File: src/hw/rtl/brf_pkg.sv
// ---------------------------------------------------------------------------
// brf_pkg
// Shared codes and types for the circular byte FIFO.
// ---------------------------------------------------------------------------
package brf_pkg;

	// operation codes carried on the input tuser
	localparam logic [2:0] OP_WRITE   = 3'd0;
	localparam logic [2:0] OP_READ    = 3'd1;
	localparam logic [2:0] OP_PEEK    = 3'd2;
	localparam logic [2:0] OP_ADVANCE = 3'd3;
	localparam logic [2:0] OP_RESET   = 3'd4;

	// result status codes
	localparam logic [1:0] ST_OK     = 2'd0;
	localparam logic [1:0] ST_FULL   = 2'd1;
	localparam logic [1:0] ST_BEYOND = 2'd2;

	// result fields known when the transaction is accepted
	typedef struct packed {
		logic       rd_valid;
		logic [9:0] used;
		logic [9:0] free;
		logic [1:0] status;
	} brf_meta_t;

endpackage

File: src/hw/rtl/brf_ctrl.sv
// ---------------------------------------------------------------------------
// brf_ctrl
// Read and write pointers, operation decode and store requests.
// ---------------------------------------------------------------------------
module brf_ctrl #(
	parameter int DEPTH = 1024,
	parameter int AW    = 10
) (
	input  logic               clk,
	input  logic               arst_n,
	input  logic               accept,
	input  logic [2:0]         op,
	input  logic [7:0]         data,
	input  logic [9:0]         arg,
	output logic               mem_we,
	output logic [AW-1:0]      mem_waddr,
	output logic [7:0]         mem_wdata,
	output logic               mem_re,
	output logic [AW-1:0]      mem_raddr,
	output brf_pkg::brf_meta_t meta
);
	import brf_pkg::*;

	// arithmetic width: holds DEPTH itself and any ten-bit argument
	localparam int CW = ((AW > 10) ? AW : 10) + 1;
	localparam logic [CW-1:0] DEPTH_C = CW'(DEPTH);
	localparam logic [CW-1:0] LAST_C  = CW'(DEPTH - 1);

	logic [AW-1:0] rd_idx_q, wr_idx_q;
	logic [AW-1:0] rd_idx_n, wr_idx_n;
	logic [CW-1:0] rd_w, wr_w, arg_w, used, used_n, free_w, amt, peek_sum, adv_sum;
	logic          we_c, re_c;
	logic [AW-1:0] raddr_c;
	logic [1:0]    status_c;
	logic          valid_c;

	always_comb begin
		rd_w  = CW'(rd_idx_q);
		wr_w  = CW'(wr_idx_q);
		arg_w = CW'(arg);
		// occupancy from the two pointers
		if (wr_w >= rd_w) begin
			used = wr_w - rd_w;
		end else begin
			used = DEPTH_C - rd_w + wr_w;
		end
		amt      = (arg_w > used) ? used : arg_w;
		// wrap sums below twice the depth
		peek_sum = rd_w + arg_w;
		if (peek_sum >= DEPTH_C) peek_sum = peek_sum - DEPTH_C;
		adv_sum  = rd_w + amt;
		if (adv_sum >= DEPTH_C) adv_sum = adv_sum - DEPTH_C;
	end

	// operation decode
	always_comb begin
		we_c     = 1'b0;
		re_c     = 1'b0;
		raddr_c  = rd_idx_q;
		status_c = ST_OK;
		valid_c  = 1'b0;
		rd_idx_n = rd_idx_q;
		wr_idx_n = wr_idx_q;
		used_n   = used;
		unique case (op)
			OP_WRITE: begin
				if (used >= LAST_C) begin
					status_c = ST_FULL;
				end else begin
					we_c     = 1'b1;
					wr_idx_n = (wr_w == LAST_C) ? '0 : wr_idx_q + AW'(1);
					used_n   = used + CW'(1);
				end
			end
			OP_READ: begin
				if (used == '0) begin
					status_c = ST_BEYOND;
				end else begin
					re_c     = 1'b1;
					valid_c  = 1'b1;
					rd_idx_n = (rd_w == LAST_C) ? '0 : rd_idx_q + AW'(1);
					used_n   = used - CW'(1);
				end
			end
			OP_PEEK: begin
				if (arg_w >= used) begin
					status_c = ST_BEYOND;
				end else begin
					re_c    = 1'b1;
					valid_c = 1'b1;
					raddr_c = peek_sum[AW-1:0];
				end
			end
			OP_ADVANCE: begin
				if (arg_w > used) status_c = ST_BEYOND;
				rd_idx_n = adv_sum[AW-1:0];
				used_n   = used - amt;
			end
			OP_RESET: begin
				rd_idx_n = '0;
				wr_idx_n = '0;
				used_n   = '0;
			end
			default: begin
			end
		endcase
		free_w = LAST_C - used_n;
	end

	// pointer registers
	always_ff @(posedge clk or negedge arst_n) begin
		if (!arst_n) begin
			rd_idx_q <= '0;
			wr_idx_q <= '0;
		end else if (accept) begin
			rd_idx_q <= rd_idx_n;
			wr_idx_q <= wr_idx_n;
		end
	end

	assign mem_we        = accept & we_c;
	assign mem_waddr     = wr_idx_q;
	assign mem_wdata     = data;
	assign mem_re        = accept & re_c;
	assign mem_raddr     = raddr_c;
	assign meta.rd_valid = valid_c;
	assign meta.used     = used_n[9:0];
	assign meta.free     = free_w[9:0];
	assign meta.status   = status_c;

	// checks
	a_used_bound: assert property (@(posedge clk) disable iff (!arst_n)
		used <= LAST_C) else $error("occupancy above depth minus one");
	a_ptr_bound: assert property (@(posedge clk) disable iff (!arst_n)
		(rd_w < DEPTH_C) && (wr_w < DEPTH_C)) else $error("pointer out of range");
	a_one_port: assert property (@(posedge clk) disable iff (!arst_n)
		!(mem_we && mem_re)) else $error("store read and write in one transaction");
	a_write_moves: assert property (@(posedge clk) disable iff (!arst_n)
		mem_we |=> (wr_idx_q != $past(wr_idx_q))) else $error("write pointer stuck");

endmodule

File: config.mk
export PLATFORM = sky130hd
export DESIGN_NAME = brf_ctrl
export DESIGN_NICKNAME = d
export VERILOG_FILES = /design/src/hw/rtl/brf_pkg.sv /design/src/hw/rtl/brf_ctrl.sv
export SDC_FILE = /design/constraint.sdc
export NUM_CORES = 1
export LEC_CHECK = 0
export BUFFER_PORTS_ARGS = -buffer_cell sky130_fd_sc_hd__buf_2
export CORE_ASPECT_RATIO = 1.4
export CORE_UTILIZATION = 50
export DETAILED_ROUTE_END_ITERATION = 8
export PLACE_DENSITY_LB_ADDON = 0.05
export SETUP_SLACK_MARGIN = 0.02
export SLEW_MARGIN = 20
export SYNTH_ARGS = -nofsm -noshare
export SYNTH_HDL_FRONTEND = slang
export SYNTH_SLANG_ARGS = --single-unit
File: constraint.sdc
create_clock -name clk -period 23.1 [get_ports clk]
set_clock_uncertainty 0.05 [all_clocks]
set_input_delay 5.775 -clock clk [delete_from_list [all_inputs] [get_ports clk]]
set_output_delay 5.775 -clock clk [all_outputs]
set_load 0.02 [all_outputs]
=== Word-level counts from Yosys, hierarchy flattened ===
Cells that the tools add are included.

* Add/subtract/negate cells: 13
* Bitwise gates (word level): 2
* Equal/unequal tests: 8
* $lt $le $gt $ge: 6
* Mux-type cells: 25
* Reductions and logical operators: 6

{| class="wikitable"
|+ Operators by type and width
! kind !! count
|-
| $mux 10 || 10
|-
| $pmux 10 s4 || 1
|-
| $add 10x1->10 const B || 3
|-
| $pmux 10 s3 || 1
|-
| $sub 10x1->10 const B || 3
|-
| $ge 11x11->1 const B || 2
|-
| $mux 11 || 2
|-
| $eq 10x10->1 const B || 2
|-
| $pmux 10 s2 || 1
|-
| $add 10x10->11 || 1
|-
| $add 10x11->11 || 1
|-
| $add 11x10->11 || 1
|-
| $ge 10x11->1 || 1
|-
| $ge 11x10->1 const B || 1
|-
| $gt 10x11->1 || 1
|-
| $logic_not 11->1 || 1
|-
| $sub 10x10->11 || 1
|-
| $sub 11x10->11 const A || 1
|-
| $ge 10x10->1 || 1
|-
| $sub 10x10->10 || 1
|-
| $sub 10x10->10 const A || 1
|-
| $pmux 2 s4 || 1
|-
| $eq 3x2->1 const B || 2
|-
| $mux 2 || 3
|-
| other kinds (10) || 17
|}

* Input bits: 24
* Output and inout bits: 53
* Flip-flop bits (word level): 20
* Logic and storage cells: 62

=== Longest topological paths before layout ===
Gate-level depths: netlist of run 1.

* Depth after elaboration: 9
* Gate-level depth with buffers: 27
* Gate-level depth less buffers: 26

=== Worst setup path after synthesis of run 1 ===
Ideal clock, no wire load.

* Kind: input to output
* From: input arg[6]
* To: output meta[8] in the netlist's numbering
* Required time: 17.275 ns
* Arrival: 9.830 ns
* Path buffers: 1
* Setup slack: 7.445 ns
* Stages: 17
* Cell sequence: ha_1 > and3_1 > a221oi_1 > a21o_1 > a21oi_1 > nand2_1 > clkbuf_1 > nand2_1 > o21a_1 > ha_1 > nor2b_1 > o21a_1 > o21ai_0 > nand2b_1 > a211oi_1 > nor3_1 > a2111oi_0

{| class="wikitable"
|+ RTL lines
! what !! RTL line !! source
|-
| start: declaration || brf_ctrl.sv:14 || <nowiki>input logic [9:0] arg,</nowiki>
|-
| end: declaration || brf_ctrl.sv:20 || <nowiki>output brf_pkg::brf_meta_t meta</nowiki>
|}

==> metrics, run 1 <==
Yosys reg bits=20; top-area cell type share of the netlist area=0.1417; setup_tns=0 ps; measured slew at the worst slew-check pin=between 700 and 800 ps; final worst-path cycle share=0.6923; Post-CTS Hold Buffers=0; status=finished, final reports clean; clk sink count=20; largest cells by area after synthesis=ha_1 14%, dfrtp_1 11%, o21ai_0 6.2%; Final Critical Period=around 16000 ps; WP data required=17280 ps; hpwl dp=~12000 um; first-pass GRT wire length=23250 um; EDFF count, synth=0; total congestion overflow=0; die area=9392 um2; largest area contributor in the synthesized netlist=ha_1; largest net degree at the start of global routing=27; diode count=0; number of global-route vias before repair=4543; Net count, final=715; Post-CTS Setup Inserts=0; synth unique cells=85; CP max FO=26; max-cap viol count=0; Die X=82.20 um; Final Wtd Congestion=between 0.9 and 1; gr usage total=0.3260; height of the die=roughly 110 um; WL per Instance=20.40 um; share of cells above drive strength 1=0.1465; Setup crit start kind=input pin; num rows=40; clk slew on worst S/H paths=60 ps; vias per cell=between 6 and 7; antenna violations before repair=0; total CTS buffers=3; clock buffer depth=2; Rel. slew slack=0.4646; Clock Latency Late Sink=250 ps; main flop type after synthesis=dfrtp_1; arrival time of the worst setup path=10170 ps; Post-Syn Nets=roughly 680; Slew Limit Fails=0; clk root buf=clkbuf_16; Fmax=0.06253 GHz; synthesized area=4502 um2; final setup fails=0; # IOs=77; Vias=approximately 4.9k; Area Overhead vs Synth=8.977%; RSZ-0062 raised after global routing=false; post-synthesis sequential area ratio=0.1112; initial core utilization=0.5199; total core area=8658 um2; DRC viols=0; Crit Path Class=input pin to output port; # port buffers=60; H-Tree Depth=1; DRT Pass-1 Iters=5; FFs w/ async S/R, synth=1.000; Mapped Cells=596; DRT Wirelength=15090 um; PostCTS Resize Cnt=0; 1st-iter DRT viols=around 300; synthesis warning total=0; CTS tree=built; Routed Antenna Nets=0; CP endpoint kind=output port; Hold WC Path Type=register to register; Hold Violations, Final=0; Post-Syn Area per Cell=7.553 um2
## synth_stat cells (3+ instances only)
master	number
a31o_2	5
a221oi_1	6
nor3b_1	4
a211oi_1	5
o41ai_1	3
nand2b_1	12
ha_1	51
a21oi_1	35
or2_2	3
xnor2_1	14
nor2_1	32
o31ai_1	5
buf_4	10
nor3_1	19
a22o_1	5
a2111o_1	5
a31oi_1	8
nor2b_1	11
a2111oi_0	3
fa_1	4
nand2_1	46
clkinv_1	3
o21ai_0	56
dfrtp_1	20
nand4_1	8
mux2i_1	10
o211a_1	3
a22oi_1	3
nand3_1	20
inv_1	33
a21o_1	16
a32oi_1	3
a21boi_0	5
o21a_1	14
xor2_1	7
a32o_1	3
clkbuf_1	13
and2_1	3
or3_1	8
o211ai_1	6
and3_1	16
nor4_1	4
## state kept, by name, indices dropped and copies added (netlist names)
register,flops
mem_waddr,10
rd_idx_q,10
## cells in the final DEF (no fill, tap or decap), drive strengths merged, types with 6 or more instances in the layout
| cell | instances |
|---|---|
| buf | 62 |
| o21ai | 57 |
| ha | 51 |
| nand2 | 46 |
| a21oi | 37 |
| inv | 34 |
| nor2 | 32 |
| nand3 | 20 |
| dfrtp | 20 |
| nor3 | 20 |
| a21o | 16 |
| and3 | 16 |
| xnor2 | 16 |
| o21a | 14 |
| nand2b | 12 |
| nor2b | 11 |
| mux2i | 10 |
| nand4 | 9 |
| or3 | 8 |
| a31oi | 8 |
| xor2 | 7 |
| o211ai | 7 |
| a221oi | 6 |
| a211oi | 6 |
| o31ai | 6 |
## area by class of cell
class | count | area, um2
fill | 842 | 3752
multi-input combinational | 511 | 3699
sequential | 20 | 500.5
timing repair buffer | 62 | 315.3
inverter | 38 | 155.1
tap | 105 | 131.4
clock buffer | 3 | 75.07
clock inverter | 1 | 30.03
## per-stage QoR
stage / utilization / setup WS [ps] / cells / hold slack, ps / area [um2]
floorplan: - / 7445 / 596 / 465.3 / 4502
global placement: 0.5545 / 7324 / 736 / 512.3 / 4801
detailed placement: 0.5545 / 7181 / 736 / 515.8 / 4801
CTS: 0.5666 / 7152 / 740 / 524.9 / 4906
global route: 0.5666 / 6688 / 740 / 540.9 / 4906
finish: 0.5666 / 7109 / 740 / 524.9 / 4906
## kinds of logic (layout without fill, tap and decap cells)
logic type | after synthesis | in the layout | synth area share
compound gates | 222 | 222 | 0.3469
simple gates | 199 | 199 | 0.2399
buf+inv | 65 | 104 | 0.06726
fa+ha+maj | 55 | 55 | 0.1595
xor+xnor | 23 | 23 | 0.04808
flops | 20 | 20 | 0.1112
mux | 12 | 12 | 0.02724
## worst max-delay path: stages
cell and delay, ps:
buf_2 120, ha_1 330, and3_1 210, a221oi_1 350, a21o_1 190, a21oi_1 80, nand2_1 540, nand2_1 100
o21ai_0 150, ha_1 250, fa_1 220, nor2b_1 60, o21a_1 170, o21ai_0 300, nand3b_1 230, and4_1 250
nor3b_1 150, o31ai_1 310, o221a_1 230, buf_2 160
## path summary, 6_finish.rpt
kind                                                from                  endpoint  slack (ps)  cells after the start
worst max-delay path                              arg[6]                  meta[16]        7110                     20
worst min-delay path            mem_waddr[5]$_DFFE_PN0P_  mem_waddr[5]$_DFFE_PN0P_         520                      1
worst max register to register   rd_idx_q[1]$_DFFE_PN0P_   rd_idx_q[7]$_DFFE_PN0P_       16060                     23
worst min register to register  mem_waddr[5]$_DFFE_PN0P_  mem_waddr[5]$_DFFE_PN0P_         520                      1
max in group asynchronous                         arst_n   rd_idx_q[9]$_DFFE_PN0P_       17280                      1
min in group asynchronous                         arst_n   rd_idx_q[3]$_DFFE_PN0P_        5420                      1
## layer usage
layer,up-vias,share of wire,track usage
li1,2357,-,-
met1,2276,0.42,0.4089
met2,199,0.48,0.5361
met3,52,0.052,0.03347
met4,0,0.054,0.1766
met5,-,0,0
Power of run 1 is left out: the tool's default activity adds up to more than one toggle a clock period on the data nets, which glitch-free logic cannot reach.
==> run 2: changes to the inputs <==
--- a/config.mk
+++ b/config.mk
@@ -5,6 +5,7 @@
 export SDC_FILE = /design/constraint.sdc
 export NUM_CORES = 1
 export LEC_CHECK = 0
+export ABC_AREA = 1
 export BUFFER_PORTS_ARGS = -buffer_cell sky130_fd_sc_hd__buf_2
 export CORE_ASPECT_RATIO = 1.4
 export CORE_UTILIZATION = 50
==> constraint.sdc (replaced) <==
create_clock -name clk -period 15 [get_ports clk]
set_clock_uncertainty 0.05 [all_clocks]
set_input_delay 3.75 -clock clk [delete_from_list [all_inputs] [get_ports clk]]
set_output_delay 3.75 -clock clk [all_outputs]
set_load 0.02 [all_outputs]
==> run 2 against run 1 <==
Critical path depth rose by 7. Synthesized area is 2.2% higher. Hold slack lost 12 ps. Register-to-register slack worse by 6700 ps. Setup slack worse by 3500 ps. Core utilization is 1.1 points lower. First-iteration DRC count shrank 17%. Sequential cell count is the same. Non-clock buffer count is 2 lower. Critical endpoint is now meta[7].
==> metrics, run 2 <==
Post-Syn Nets=between 800 and 900; largest area contributor in the synthesized netlist=nand2_1; DRT Wirelength=14140 um; first-pass GRT wire length=22540 um; CP most frequent cell=nand2_1; Final Wtd Congestion=0.9617; total core area=8977 um2; Post-Syn Area per Cell=a little under 6 um2; total congestion overflow=0; Vias=~5.2k; final worst-path cycle share=0.7614; commonest non-fill, non-tap cell in the layout=nand2_1; clk slew on worst S/H paths=60 ps; top-area cell type share of the netlist area=0.1665; DRT Pass-1 Iters=7; Fmax=approximately 0.09 GHz; max-cap viol count=0; Hold Violations, Final=0; largest cells by area after synthesis=nand2_1 17%, ha_1 14%, dfrtp_1 11%; setup_tns=0 ps; most frequent cells in the layout=204 x nand2_1, 113 x inv_1, 81 x nor2_1; post-synthesis sequential area ratio=0.1088; Area Overhead vs Synth=8.488%; synthesis warning total=0; Hold EP=mem_waddr[4]$_DFFE_PN0P_; Net count, final=904; Hold Path Stages=2; Post-CTS Hold Buffers=0; main flop type after synthesis=dfrtp_1; largest net degree at the start of global routing=23; CP max FO=19; most frequent cells after synthesis=204 x nand2_1, 113 x inv_1, 81 x nor2_1; die area=approximately 9600 um2; RSZ-0062 raised after global routing=false; Most Crowded Layer GR=met2; antenna violations before repair=0; cells on worst reg2reg path=34; met2 GRT Util=0.5410; Crit Path Class=input pin to output port; hpwl dp=11780 um; EDFF count, synth=0; clk sink count=20; WL per Instance=approximately 15 um; synth unique cells=46; Rel. slew slack=0.4634; status=finished, final reports clean; arrival time of the worst setup path=7620 ps; # port buffers=60; num rows=41; Yosys reg bits=20; Die X=83.06 um; DRC viols=0; met1 usage=0.3336; Clock Latency Late Sink=~260 ps; Reg2Reg Launch Point=rd_idx_q[0]$_DFFE_PN0P_; Post-DP Area=4901 um2; synthesized area=around 4600 um2; WP data required=11200 ps; diode count=0; 1st-iter DRT viols=about 260; FFs w/ async S/R, synth=1.000; Hold WS=512.9 ps; final setup fails=0; measured slew at the worst slew-check pin=801.9 ps; total CTS buffers=3; r2r setup slk=9360 ps; count leader, synth=nand2_1; PostCTS Resize Cnt=0; Hold WC Path Type=register to register; clk root buf=clkbuf_16; initial core utilization=0.5123; # IOs=77; Post-CTS Setup Inserts=0; number of global-route vias before repair=4784; Hold Crit Start=mem_waddr[4]$_DFFE_PN0P_; slowest cell on the critical path=o21ai_0; Routed Antenna Nets=0; met3 Usage GRT=0.01353; height of the die=115.5 um; CTS tree=built; max incr delay on CP=about 660 ps; Mapped Cells=779; fin area=approximately 5000 um2; clock buffer depth=2; CP endpoint kind=output port; Slew Limit Fails=0; share of cells above drive strength 1=0.1311; H-Tree Depth=1; endpoint of the worst register-to-register path=rd_idx_q[8]$_DFFE_PN0P_; Final Critical Period=11420 ps; Setup crit start kind=input pin; vias per cell=5.581; gr usage total=0.2945
run 2: changes by cell type after synthesis, moves of 11 or more:
| cell | previous run | this run |
|---|---|---|
| nand2_1 | 46 | 204 |
| nor3_1 | 19 | 7 |
| nand2b_1 | 12 | 0 |
| and3_1 | 16 | 0 |
| a21o_1 | 16 | 2 |
| nor2_1 | 32 | 81 |
| nand2_2 | 0 | 13 |
| xnor2_1 | 14 | 2 |
| a21oi_1 | 35 | 46 |
| o21a_1 | 14 | 0 |
| nand3_1 | 20 | 59 |
| nor2b_1 | 11 | 0 |
| o21ai_1 | 1 | 15 |
| inv_1 | 33 | 113 |
run 2: how the worst max path moves through the flow:
stage	start	end
2_1_floorplan	arg[6]	meta[11]
3_3_place_gp	arg[6]	meta[10]
3_5_place_dp	arg[6]	meta[11]
4_1_cts	arg[6]	meta[11]
5_1_grt	arg[6]	meta[11]
6_report	arg[6]	meta[7]
run 2: through the flow:
step / setup slack [ps] / util / std cells
after detailed placement: 3647 / 0.5459 / 927
after CTS: 3639 / 0.5558 / 931
after floorplan: 4220 / - / 779
after global routing: 3057 / 0.5558 / 931
final: 3579 / 0.5558 / 931
after global placement: 3805 / 0.5459 / 927
run 2: kinds of logic (layout without fill, tap and decap cells):
family / count (synthesis) / in the layout / synth area share
simple gates: 406 / 406 / 0.3898
buf+inv: 143 / 188 / 0.1317
compound gates: 132 / 132 / 0.1542
fa+ha+maj: 55 / 55 / 0.1561
xor+xnor: 23 / 23 / 0.05930
flops: 20 / 20 / 0.1088
run 2: area by class of cell:
class	count	area (um2)
fill	964	3988
timing repair buffer	60	300.3
sequential	20	500.5
multi-input combinational	616	3493
tap	107	133.9
inverter	124	473.0
clock buffer	4	88.84
run 2: layer usage:
layer / up-vias / share of wire
met5: - / 0
met4: 0 / 0.058
met3: 53 / 0.054
met2: 202 / 0.49
met1: 2321 / 0.40
li1: 2620 / -
run 2: worst max-delay path, delay by kind of cell:
kind / cells / cell delay (ps)
buf+inv: 4 / 540
compound gates: 6 / 1290
fa+ha+maj: 2 / 600
simple gates: 15 / 1440
Power of run 2 is left out for the same reason.
